$ cat config.mk
export PLATFORM = sky130hd
export DESIGN_NAME = mgrs_to_utm
export DESIGN_NICKNAME = d
export VERILOG_FILES = /design/src/design/m2u_pkg.sv /design/src/design/mgrs_to_utm.sv /design/src/design/m2u_letter_step.sv /design/src/design/m2u_alu.sv /design/src/design/m2u_core.sv
export SDC_FILE = /design/constraint.sdc
export NUM_CORES = 1
export LEC_CHECK = 0
export ABC_CLOCK_PERIOD_IN_PS = 13060
export BUFFER_PORTS_ARGS = -buffer_cell sky130_fd_sc_hd__buf_2
export CAP_MARGIN = 20
export CORE_MARGIN = 3
export CORE_UTILIZATION = 54
export CTS_BUF_LIST = sky130_fd_sc_hd__clkbuf_4 sky130_fd_sc_hd__clkbuf_8 sky130_fd_sc_hd__clkbuf_16
export CTS_CLUSTER_SIZE = 28
export DETAILED_ROUTE_END_ITERATION = 6
export HOLD_SLACK_MARGIN = 0.15
export PLACE_DENSITY = 0.74
export SYNTH_ARGS = -nofsm -noshare
export SYNTH_HDL_FRONTEND = slang
export SYNTH_SLANG_ARGS = --single-unit
$ cat constraint.sdc
create_clock -name clk -period 13.06 [get_ports clk]
set_input_delay 0.653 -clock clk [delete_from_list [all_inputs] [get_ports clk]]
set_output_delay 0.653 -clock clk [all_outputs]
set_load 0.05 [all_outputs]
$ cat src/design/m2u_pkg.sv
// Shared types, constants and lookup functions for the MGRS to UTM converter.
package m2u_pkg;

  localparam logic [23:0] SQUARE_M = 24'd100000;
  localparam logic [23:0] RAISE_M  = 24'd2000000;
  localparam logic [16:0] SQUARE_OFF = 17'd100000;

  localparam logic [7:0] LTR_A = "A";
  localparam logic [7:0] LTR_F = "F";
  localparam logic [7:0] LTR_I = "I";
  localparam logic [7:0] LTR_J = "J";
  localparam logic [7:0] LTR_O = "O";
  localparam logic [7:0] LTR_S = "S";
  localparam logic [7:0] LTR_V = "V";
  localparam logic [7:0] LTR_Z = "Z";

  typedef enum logic [1:0] {
    ERR_NONE   = 2'd0,
    ERR_COLUMN = 2'd1,
    ERR_ROW    = 2'd2,
    ERR_BAND   = 2'd3
  } m2u_err_t;

  typedef enum logic [2:0] {
    ST_IDLE,
    ST_COL,
    ST_ROW_START,
    ST_ROW,
    ST_RAISE,
    ST_ADD_N,
    ST_ADD_E,
    ST_DONE
  } m2u_state_t;

  typedef struct packed {
    logic [5:0]  zone_number;
    logic [7:0]  band_letter;
    logic [7:0]  column_letter;
    logic [7:0]  row_letter;
    logic [16:0] east_offset;
    logic [16:0] north_offset;
  } m2u_in_t;

  typedef struct packed {
    logic [22:0] utm_easting;
    logic [23:0] utm_northing;
    m2u_err_t    error_code;
  } m2u_out_t;

  // Control from the top level to the core.
  typedef struct packed {
    logic start;
    logic out_free;
  } m2u_ctl_t;

  // Status from the core to the top level.
  typedef struct packed {
    logic busy;
    logic done;
  } m2u_sts_t;

  typedef struct packed {
    logic        ok;
    logic [23:0] minn;
  } m2u_band_t;

  // The column origin repeats every three zones: A, J, S.
  // Since 4 is 1 mod 3, summing the 2-bit digits keeps the residue.
  function automatic logic [7:0] col_origin(input logic [5:0] zone);
    logic [3:0] s;
    begin
      s = {2'b00, zone[1:0]} + {2'b00, zone[3:2]} + {2'b00, zone[5:4]};
      if (s inside {4'd1, 4'd4, 4'd7}) begin
        col_origin = LTR_A;
      end else if (s inside {4'd2, 4'd5, 4'd8}) begin
        col_origin = LTR_J;
      end else begin
        col_origin = LTR_S;
      end
    end
  endfunction

  // Odd sets start rows at A, even sets at F; the set has the parity of the zone.
  function automatic logic [7:0] row_origin(input logic [5:0] zone);
    row_origin = zone[0] ? LTR_A : LTR_F;
  endfunction

  function automatic m2u_band_t band_min(input logic [7:0] band);
    m2u_band_t r;
    begin
      r.ok = 1'b1;
      case (band)
        "C": r.minn = 24'd1100000;
        "D": r.minn = 24'd2000000;
        "E": r.minn = 24'd2800000;
        "F": r.minn = 24'd3700000;
        "G": r.minn = 24'd4600000;
        "H": r.minn = 24'd5500000;
        "J": r.minn = 24'd6400000;
        "K": r.minn = 24'd7300000;
        "L": r.minn = 24'd8200000;
        "M": r.minn = 24'd9100000;
        "N": r.minn = 24'd0;
        "P": r.minn = 24'd800000;
        "Q": r.minn = 24'd1700000;
        "R": r.minn = 24'd2600000;
        "S": r.minn = 24'd3500000;
        "T": r.minn = 24'd4400000;
        "U": r.minn = 24'd5300000;
        "V": r.minn = 24'd6200000;
        "W": r.minn = 24'd7000000;
        "X": r.minn = 24'd7900000;
        default: begin
          r.ok   = 1'b0;
          r.minn = 24'd0;
        end
      endcase
      band_min = r;
    end
  endfunction

endpackage

$ cat src/design/mgrs_to_utm.sv
// MGRS to UTM converter top level: request handshakes and the result register.
//
// A request on the in_ channel carries one MGRS reference: zone, band letter,
// the two 100 km square letters and the metre offsets inside the square. It is
// taken at a rising edge with in_valid high and in_stall low. The result on the
// out_ channel gives UTM easting, northing and an error code; on an error the
// offsets are returned unchanged.
// The time from acceptance to the result being registered is set by the letter
// walks, one grid letter per cycle through a shared step unit, and by the
// northing raise, one 2000 km addition per cycle through the shared adder.
// in_stall stays high for that whole time, so only one request is in flight.
// The result sits in an output register; the next request is accepted while a
// finished result still waits there. If the receiver holds out_stall, the
// result and out_valid hold, and a following result waits in the core until
// the register frees.
// A synchronous reset (rst_n low) returns the sequencer to idle and drops
// out_valid; the data registers are not reset.
module mgrs_to_utm (
  input  logic              clk,
  input  logic              rst_n,
  input  logic              in_valid,
  output logic              in_stall,
  input  m2u_pkg::m2u_in_t  in_data,
  output logic              out_valid,
  input  logic              out_stall,
  output m2u_pkg::m2u_out_t out_data
);

  m2u_pkg::m2u_ctl_t  ctl;
  m2u_pkg::m2u_sts_t  sts;
  m2u_pkg::m2u_out_t  res;
  logic               out_valid_r, out_valid_nxt;
  m2u_pkg::m2u_out_t  out_data_r, out_data_nxt;

  assign ctl.start    = in_valid && !sts.busy;
  assign ctl.out_free = !out_valid_r || !out_stall;
  assign in_stall     = sts.busy;

  m2u_core u_core (
    .clk     (clk),
    .rst_n   (rst_n),
    .ctl     (ctl),
    .in_item (in_data),
    .sts     (sts),
    .res     (res)
  );

  always_comb begin
    out_valid_nxt = out_valid_r;
    out_data_nxt  = out_data_r;
    if (sts.done) begin
      out_valid_nxt = 1'b1;
      out_data_nxt  = res;
    end else if (!out_stall) begin
      out_valid_nxt = 1'b0;
    end
  end

  always_ff @(posedge clk) begin
    if (!rst_n) begin
      out_valid_r <= 1'b0;
    end else begin
      out_valid_r <= out_valid_nxt;
    end
    out_data_r <= out_data_nxt;
  end

  assign out_valid = out_valid_r;
  assign out_data  = out_data_r;

endmodule

$ cat src/design/m2u_letter_step.sv
// One step of the grid letter walk: advance, skip I and O, wrap once after the top letter.
module m2u_letter_step (
  input  logic [7:0] cur,
  input  logic       wrapped,
  input  logic [7:0] top,
  output logic [7:0] next_letter,
  output logic       next_wrapped,
  output logic       fail
);

  logic [7:0] n0;
  logic [7:0] n1;
  logic [7:0] n2;

  always_comb begin
    n0 = cur + 8'd1;
    n1 = (n0 == m2u_pkg::LTR_I) ? n0 + 8'd1 : n0;
    n2 = (n1 == m2u_pkg::LTR_O) ? n1 + 8'd1 : n1;
    fail         = 1'b0;
    next_letter  = n2;
    next_wrapped = wrapped;
    if (n2 > top) begin
      // A second pass past the top letter means the target is not on the grid.
      fail         = wrapped;
      next_letter  = m2u_pkg::LTR_A;
      next_wrapped = 1'b1;
    end
  end

endmodule

$ cat src/design/m2u_alu.sv
// Shared adder and magnitude compare used by every arithmetic step of the sequencer.
module m2u_alu (
  input  logic [23:0] add_a,
  input  logic [23:0] add_b,
  input  logic [23:0] cmp_b,
  output logic [23:0] sum,
  output logic        lt
);

  assign sum = add_a + add_b;
  assign lt  = add_a < cmp_b;

endmodule

$ cat src/design/m2u_core.sv
// Sequencer and datapath that walk the square letters and build easting and northing.
module m2u_core (
  input  logic               clk,
  input  logic               rst_n,
  input  m2u_pkg::m2u_ctl_t  ctl,
  input  m2u_pkg::m2u_in_t   in_item,
  output m2u_pkg::m2u_sts_t  sts,
  output m2u_pkg::m2u_out_t  res
);

  m2u_pkg::m2u_state_t state_r, state_nxt;
  m2u_pkg::m2u_in_t    item_r, item_nxt;
  m2u_pkg::m2u_err_t   err_r, err_nxt;
  logic [7:0]          cur_r, cur_nxt;
  logic                wrapped_r, wrapped_nxt;
  logic [23:0]         acc_r, acc_nxt;
  logic [22:0]         east_base_r, east_base_nxt;
  logic [22:0]         east_r, east_nxt;
  logic [23:0]         north_r, north_nxt;

  logic [7:0]          walk_top;
  logic [7:0]          walk_target;
  logic                walk_match;
  logic [7:0]          step_letter;
  logic                step_wrapped;
  logic                step_fail;
  logic [23:0]         alu_b;
  logic [23:0]         alu_sum;
  logic                alu_lt;
  logic [16:0]         eoff_mod;
  logic [16:0]         noff_mod;
  m2u_pkg::m2u_band_t  band;

  assign walk_top    = (state_r == m2u_pkg::ST_COL) ? m2u_pkg::LTR_Z : m2u_pkg::LTR_V;
  assign walk_target = (state_r == m2u_pkg::ST_COL) ? item_r.column_letter
                                                    : item_r.row_letter;
  assign walk_match  = (cur_r == walk_target);
  assign band        = m2u_pkg::band_min(item_r.band_letter);

  // Offsets are below twice the square size, so one conditional subtract reduces them.
  assign eoff_mod = (item_r.east_offset >= m2u_pkg::SQUARE_OFF)
                  ? item_r.east_offset - m2u_pkg::SQUARE_OFF : item_r.east_offset;
  assign noff_mod = (item_r.north_offset >= m2u_pkg::SQUARE_OFF)
                  ? item_r.north_offset - m2u_pkg::SQUARE_OFF : item_r.north_offset;

  m2u_letter_step u_step (
    .cur          (cur_r),
    .wrapped      (wrapped_r),
    .top          (walk_top),
    .next_letter  (step_letter),
    .next_wrapped (step_wrapped),
    .fail         (step_fail)
  );

  always_comb begin
    case (state_r)
      m2u_pkg::ST_RAISE: alu_b = m2u_pkg::RAISE_M;
      m2u_pkg::ST_ADD_N: alu_b = {7'd0, noff_mod};
      m2u_pkg::ST_ADD_E: alu_b = {7'd0, eoff_mod};
      default:           alu_b = m2u_pkg::SQUARE_M;
    endcase
  end

  m2u_alu u_alu (
    .add_a (acc_r),
    .add_b (alu_b),
    .cmp_b (band.minn),
    .sum   (alu_sum),
    .lt    (alu_lt)
  );

  // Next state.
  always_comb begin
    state_nxt = state_r;
    case (state_r)
      m2u_pkg::ST_IDLE: begin
        if (ctl.start) begin
          state_nxt = m2u_pkg::ST_COL;
        end
      end
      m2u_pkg::ST_COL: begin
        if (walk_match) begin
          state_nxt = m2u_pkg::ST_ROW_START;
        end else if (step_fail) begin
          state_nxt = m2u_pkg::ST_DONE;
        end
      end
      m2u_pkg::ST_ROW_START: begin
        if (item_r.row_letter > m2u_pkg::LTR_V) begin
          state_nxt = m2u_pkg::ST_DONE;
        end else begin
          state_nxt = m2u_pkg::ST_ROW;
        end
      end
      m2u_pkg::ST_ROW: begin
        if (walk_match) begin
          state_nxt = band.ok ? m2u_pkg::ST_RAISE : m2u_pkg::ST_DONE;
        end else if (step_fail) begin
          state_nxt = m2u_pkg::ST_DONE;
        end
      end
      m2u_pkg::ST_RAISE: begin
        if (!alu_lt) begin
          state_nxt = m2u_pkg::ST_ADD_N;
        end
      end
      m2u_pkg::ST_ADD_N: state_nxt = m2u_pkg::ST_ADD_E;
      m2u_pkg::ST_ADD_E: state_nxt = m2u_pkg::ST_DONE;
      m2u_pkg::ST_DONE: begin
        if (ctl.out_free) begin
          state_nxt = m2u_pkg::ST_IDLE;
        end
      end
      default: state_nxt = m2u_pkg::ST_IDLE;
    endcase
  end

  // Datapath updates and status.
  always_comb begin
    item_nxt      = item_r;
    err_nxt       = err_r;
    cur_nxt       = cur_r;
    wrapped_nxt   = wrapped_r;
    acc_nxt       = acc_r;
    east_base_nxt = east_base_r;
    east_nxt      = east_r;
    north_nxt     = north_r;
    sts.busy      = (state_r != m2u_pkg::ST_IDLE);
    sts.done      = 1'b0;
    case (state_r)
      m2u_pkg::ST_IDLE: begin
        if (ctl.start) begin
          item_nxt    = in_item;
          err_nxt     = m2u_pkg::ERR_NONE;
          cur_nxt     = m2u_pkg::col_origin(in_item.zone_number);
          wrapped_nxt = 1'b0;
          acc_nxt     = m2u_pkg::SQUARE_M;
        end
      end
      m2u_pkg::ST_COL, m2u_pkg::ST_ROW: begin
        if (!walk_match) begin
          if (step_fail) begin
            err_nxt = (state_r == m2u_pkg::ST_COL) ? m2u_pkg::ERR_COLUMN
                                                   : m2u_pkg::ERR_ROW;
          end else begin
            cur_nxt     = step_letter;
            wrapped_nxt = step_wrapped;
            acc_nxt     = alu_sum;
          end
        end else if (state_r == m2u_pkg::ST_ROW && !band.ok) begin
          err_nxt = m2u_pkg::ERR_BAND;
        end
      end
      m2u_pkg::ST_ROW_START: begin
        east_base_nxt = acc_r[22:0];
        acc_nxt       = 24'd0;
        cur_nxt       = m2u_pkg::row_origin(item_r.zone_number);
        wrapped_nxt   = 1'b0;
        if (item_r.row_letter > m2u_pkg::LTR_V) begin
          err_nxt = m2u_pkg::ERR_ROW;
        end
      end
      m2u_pkg::ST_RAISE: begin
        if (alu_lt) begin
          acc_nxt = alu_sum;
        end
      end
      m2u_pkg::ST_ADD_N: begin
        north_nxt = alu_sum;
        acc_nxt   = {1'b0, east_base_r};
      end
      m2u_pkg::ST_ADD_E: begin
        east_nxt = alu_sum[22:0];
      end
      m2u_pkg::ST_DONE: begin
        sts.done = ctl.out_free;
      end
      default: begin
      end
    endcase
  end

  always_ff @(posedge clk) begin
    if (!rst_n) begin
      state_r <= m2u_pkg::ST_IDLE;
    end else begin
      state_r <= state_nxt;
    end
    item_r      <= item_nxt;
    err_r       <= err_nxt;
    cur_r       <= cur_nxt;
    wrapped_r   <= wrapped_nxt;
    acc_r       <= acc_nxt;
    east_base_r <= east_base_nxt;
    east_r      <= east_nxt;
    north_r     <= north_nxt;
  end

  // On any error the offsets pass through as given.
  always_comb begin
    res.error_code = err_r;
    if (err_r == m2u_pkg::ERR_NONE) begin
      res.utm_easting  = east_r;
      res.utm_northing = north_r;
    end else begin
      res.utm_easting  = {6'd0, item_r.east_offset};
      res.utm_northing = {7'd0, item_r.north_offset};
    end
  end

endmodule
* Yosys cells after proc, flatten, opt, wreduce, memory -nomap -nowiden
Cells that the tools add are included.
W data, S select, Z words.
** Word-level totals
- Input bits :: 68
- Bits in latches :: 0
- Word-level logic and storage cells :: 150
- Register bits :: 217
- Memory bits (read-only) :: 0
- Memories :: 0
- Bits in writable memories :: 0
** Cells by class
- Add/sub/neg operators :: 8
- Eq/ne operators :: 47
- Multiplexer cells :: 48
- $lt $le $gt $ge :: 5
- Bitwise operators :: 0
- Divide/modulo/power cells :: 0
- Reductions and logical operators :: 22
- Shift operators :: 0
- Multipliers :: 0
** Operators with widths (count)
- $pmux W24 S19 :: 1
- $eq A8 B7 Y1 const B :: 22
- $pmux W24 S5 :: 1
- $mux W24 :: 4
- $mux W8 :: 8
- $pmux W21 S3 :: 1
- $mux W41 :: 1
- $ge A17 B17 Y1 const B :: 2
- $mux W17 :: 2
- $sub A17 B17 Y17 const B :: 2
- $add A24 B21 Y24 :: 1
- $add A8 B1 Y8 const B :: 3
- $lt A24 B24 Y1 :: 1
- $mux W3 :: 8
- $pmux W3 S8 :: 1
- $pmux W8 S3 :: 1
- $reduce_or A20 Y1 :: 1
- $reduce_and A5 Y1 :: 3
- $mux W2 :: 7
- $eq A3 B3 Y1 const B :: 4
- $eq A4 B3 Y1 const B :: 3
- $reduce_bool A3 Y1 :: 4
- $ne A2 B2 Y1 const B :: 5
- $mux W1 :: 9
- other kinds (27) :: 35

* Depth between registers and ports, before layout
- Depth after elaboration :: 10
- Gate-level depth with buffers :: 20
- Gate-level depth less buffers :: 19

* Hierarchy
Synthesis repeated with hierarchy kept, for this count alone.
** Unflattened totals
- Cell total of the unflattened synthesis :: 1077
- Area, all modules :: 12160.4 µm²
** By module, submodules not included
- m2u_core :: area an instance 8194.1 µm², times used 1, cells an instance 681
- m2u_alu :: area an instance 1804.2 µm², times used 1, cells an instance 252
- mgrs_to_utm :: area an instance 1512.7 µm², times used 1, cells an instance 54
- m2u_letter_step :: area an instance 649.4 µm², times used 1, cells an instance 90

* Worst setup path after synthesis
No wires, ideal clock.
- Path type :: reg2reg
- From :: register u_core.cur_r[1]
- To :: register u_core.acc_r[0], enable pin
- Arrival :: 4.645 ns
- Path buffers :: 1
- Slack :: 8.035 ns
- Clock period less this slack :: 5.025 ns
- Cell stages (with the launch flop) :: 21
- Data required time :: 12.680 ns
- Path through :: edfxtp_1 ha_1 and4_1 a21o_1 a22oi_1 nand2_1 nor3_1 xor2_1 ha_1 inv_1 a21oi_1 and2_1 buf_6 a21oi_1 ha_1 and3_1 and3_1 a41oi_4 mux2_4 a211oi_2 a211o_1
** On the way
- Longest elaborated chain between the ends :: 9
- Elaborated cells between the ends (all ways) :: 13
** RTL lines
- start, declared :: line m2u_core.sv:14 : logic [7:0] cur_r, cur_nxt;
- start signal, assigned :: line m2u_core.sv:191 : cur_r <= cur_nxt;
- $add A8 B1 Y8 :: line m2u_letter_step.sv:16 : n0 = cur + 8'd1;
- $add A8 B1 Y8 / $eq A8 B7 Y1 (equally long branches) :: line m2u_letter_step.sv:17 : n1 = (n0 == m2u_pkg::LTR_I) ? n0 + 8'd1 : n0;
- $mux W8 :: line m2u_letter_step.sv:17
- $add A8 B1 Y8 / $eq A8 B7 Y1 (equally long branches) :: line m2u_letter_step.sv:18 : n2 = (n1 == m2u_pkg::LTR_O) ? n1 + 8'd1 : n1;
- $mux W8 :: line m2u_letter_step.sv:18
- $gt A8 B8 Y1 :: line m2u_letter_step.sv:22 : if (n2 > top) begin
- $mux W1 :: line m2u_letter_step.sv:22
- $ne A2 B2 Y1 (no line)
- $reduce_and A5 Y1 (no line) *
- end signal, assigned :: line m2u_core.sv:193 : acc_r <= acc_nxt;
- end, declared :: line m2u_core.sv:16 : logic [23:0] acc_r, acc_nxt;
Every way passes the cells marked *; elsewhere a longest branch is shown, timed or not.
A chain may end at the register's enable or synchronous reset.

* Worst setup path after layout
- From :: register u_core.cur_r[0]
- To :: register u_core.acc_r[22], enable pin
Same word-level chain as after synthesis.

==> key figures <==
Status
  – Outcome: completed

Clock tree
  – CTS tree: done
  – Clk_lat worst skew: ~0.51 ns
  – PostCTS Resize Cnt: 0
  – CTS H-tree lvls: 1
  – Clock Path Buffers: 3
  – Worst-path clk slew: about 0.060 ns
  – # clock sinks: 217
  – CTS Root Cell: clkbuf_16
  – Cts hold-fix bufs: 0
  – Num CTS Buffers: 24
  – Post-CTS setup buffers: 0

Layout
  – Nets@finish: ~1,200
  – Cell Count, Final, Fillers Out: 1,376
  – Layout overhead on the synthesized area: 14.5%
  – Ratio of cells with drive above 1 in the final layout: 19.2%
  – Antenna diodes: 0

Routing
  – Total Routed Length: between 20,000 and 30,000 µm
  – Routed wire per std cell: 18.8 µm
  – Drt via density: 5.93
  – ANT nets after route: 0
  – DRC viols: 0
  – Via Count: just over 8,000
  – Initial DRC Count: 608
  – Drt first pass iters: 7

Synth
  – Warnings from Yosys: 0
  – Synth Cell Area: between 0.01 and 0.015 mm²
  – Sequential area share after synthesis: between 50 and 60%
  – Mux share of post-synthesis cell area: 4.15%
  – Synth Area in XOR/XNOR: between 3 and 4%
  – Synth Area in Simple Gates: roughly an eighth
  – Largest family of logic cells by synthesized area: compound AO/OA/AOI/OAI gates
  – Library cells used by synthesis: 76
  – Compound-gate portion of the synthesized area: between 15 and 20%
  – Total nets after synthesis: about 1,100
  – EDFF count, synth: between 200 and 250
  – Synthesized flop and latch total: ~220
  – Synth Flop Type: edfxtp_1
  – Adder-cell share of the synthesized area: 5.98%
  – Mapped Cells: a little under 1,000
  – Asr flop ratio synth: 0%
  – Avg Inst Size Synth: 11.8 µm²

Setup path
  – Worst path arrival time: 6.10 ns
  – Critical Path Start: u_core.cur_r[0]$_DFFE_PP_
  – CP Data Required Time: 13.18 ns
  – RR Startpoint: u_core.cur_r[0]$_DFFE_PP_
  – CP endpoint kind: flop
  – Kind of start point of the critical path: flop
  – WS Path Type: flop to flop
  – CP max FO: 24

Place
  – Cell count after placement: about 1,300
  – Worst slack, placed: slightly above 7 ns
  – I/O Buffers: approximately 120
  – Detail Placement HPWL: 18,300 µm
  – Gpl congestion: 0.937

Die
  – Number of cell rows: between 50 and 60
  – Initial Util: a little under three fifths
  – Die area: roughly 0.023 mm²
  – Top Ports: between 100 and 150
  – Die width: about 150 µm
  – Height of the die: 152 µm
  – Total core area: between 0.02 and 0.025 mm²

Power and ir drop
  – Leakage: approximately 4.9 nW
  – Cell area power density: roughly 170 mW/mm²
  – Max VDD drop: 0.100 mV
  – Tot Pwr: ~2.3 mW

Timing
  – Fin worst setup slack: approximately 7.1 ns
  – Fin crit share: ~46%
  – Crit path time final: between 5 and 6 ns
  – Final Slew Violations: 0
  – WHS: about 0.31 ns
  – Slew HR: 32.9%
  – RSZ-0062 raised after global routing: false
  – Worst slew pin tran: slightly above 1 ns
  – Skew final: 0.0121 ns
  – Final setup vio count: 0
  – Hold Fails Final Rpt: 0
  – Setup_tns: 0 ns
  – Fmax: between 150 and 200 MHz

GRT
  – Initial antenna violation count: 0
  – Largest net degree at the start of global routing: 52
  – Total GRT Usage: between 20 and 25%
  – Overflow after GRT: 0
  – Vias in the first global route: approximately 8,000
  – First-pass GRT wire length: 40,700 µm

Hold path
  – Worst hold path startpoint: in_data[2]
  – Min-delay worst type: input pin to flop

Flow run
  – Max-cap violations: 0
## flip-flops by register name, summed over array words and instances (netlist names), 2 cells and up
name                count
u_core.north_r         24
u_core.east_r          23
u_core.acc_r           24
u_core.state_r          3
u_core.item_r          59
out_data               49
u_core.err_r            2
u_core.cur_r            8
u_core.east_base_r     23
## layer usage
layer,GRT usage [%],wire [µm]
met5,0,0
met4,5.12,554
met3,2.80,1490
met2,37.8,12500
met1,31.4,11400
## kinds of logic after synthesis
group | Yosys count
AOI/OAI and AO/OA | 262
DFF | 217
buffers and inverters | 73
xor gates and xnor gates | 50
other | 1
adders and majority gates | 53
and+or+nand+nor | 275
muxes | 43
## cell usage after synthesis (13+ instances only)
master	instances	area, µm²
a21oi_1	53	265
ha_1	50	626
nor2_1	56	210
nor3_1	19	95.1
nand2b_1	13	81.3
mux2_2	32	360
nand2_1	93	349
xor2_1	17	149
clkbuf_1	32	120
edfxtp_1	213	6400
nand3_1	24	120
xnor2_1	33	289
a22o_1	24	210
inv_1	33	124
o21ai_0	63	315
and2_1	16	100
a21o_1	13	97.6
## layout make-up
type	count	area, µm²
Multi-Input combinational cell	684	4720
Clock buffer	28	631
Timing Repair Buffer	128	689
Sequential cell	217	6480
Inverter	35	131
Fill cell	1618	7440
Clock inverter	14	134
Tap cell	270	338
## worst max-delay path: stages (launching register included)
cell and delay [ns]:
edfxtp_1 0.57, ha_1 0.34, and4_1 0.25, a21o_1 0.21, a22oi_1 0.29, nand2_1 0.12, nor3_1 0.28, xor2_1 0.22
ha_1 0.20, inv_1 0.05, a21oi_1 0.14, and2_1 0.35, a21oi_1 0.15, ha_1 0.38, and3_1 0.18, and3_1 0.19
a41oi_4 0.19, mux2_4 0.36, a211oi_2 0.28, a211o_1 0.81
## power breakdown
group / switching, mW / internal [mW] / total (mW)
sequential: 0.0838 / 0.903 / 0.986
combinational: 0.375 / 0.247 / 0.622
clock: 0.259 / 0.385 / 0.644
total: 0.718 / 1.53 / 2.25
## worst paths after layout
check                           slack (ns)  cells past startpoint                               to
worst min register to register        0.47                      0  u_core.east_base_r[2]$_DFFE_PP_
worst max-delay path                  7.08                     19       u_core.acc_r[22]$_DFFE_PP_
worst max register to register        7.08                     19       u_core.acc_r[22]$_DFFE_PP_
worst min-delay path                  0.31                      1       u_core.item_r[2]$_DFFE_PP_
## placed cells by master (no fill, tap or decap), drive strengths merged, types with 33 or more instances in the layout
cell / instances
o21ai: 64
buf: 128
nand2: 93
ha: 50
edfxtp: 213
xnor2: 33
mux2: 33
nor2: 56
a21oi: 53
inv: 33
## metrics by stage
stage	util (%)	cell area, µm²
6_report	63.8	13100
5_1_grt	63.8	13100
4_1_cts	63.6	13100
3_5_place_dp	59.9	12300
3_3_place_gp	59.9	12300
2_1_floorplan	-	11500
No activity file was read; power rests on OpenSTA's default activity.
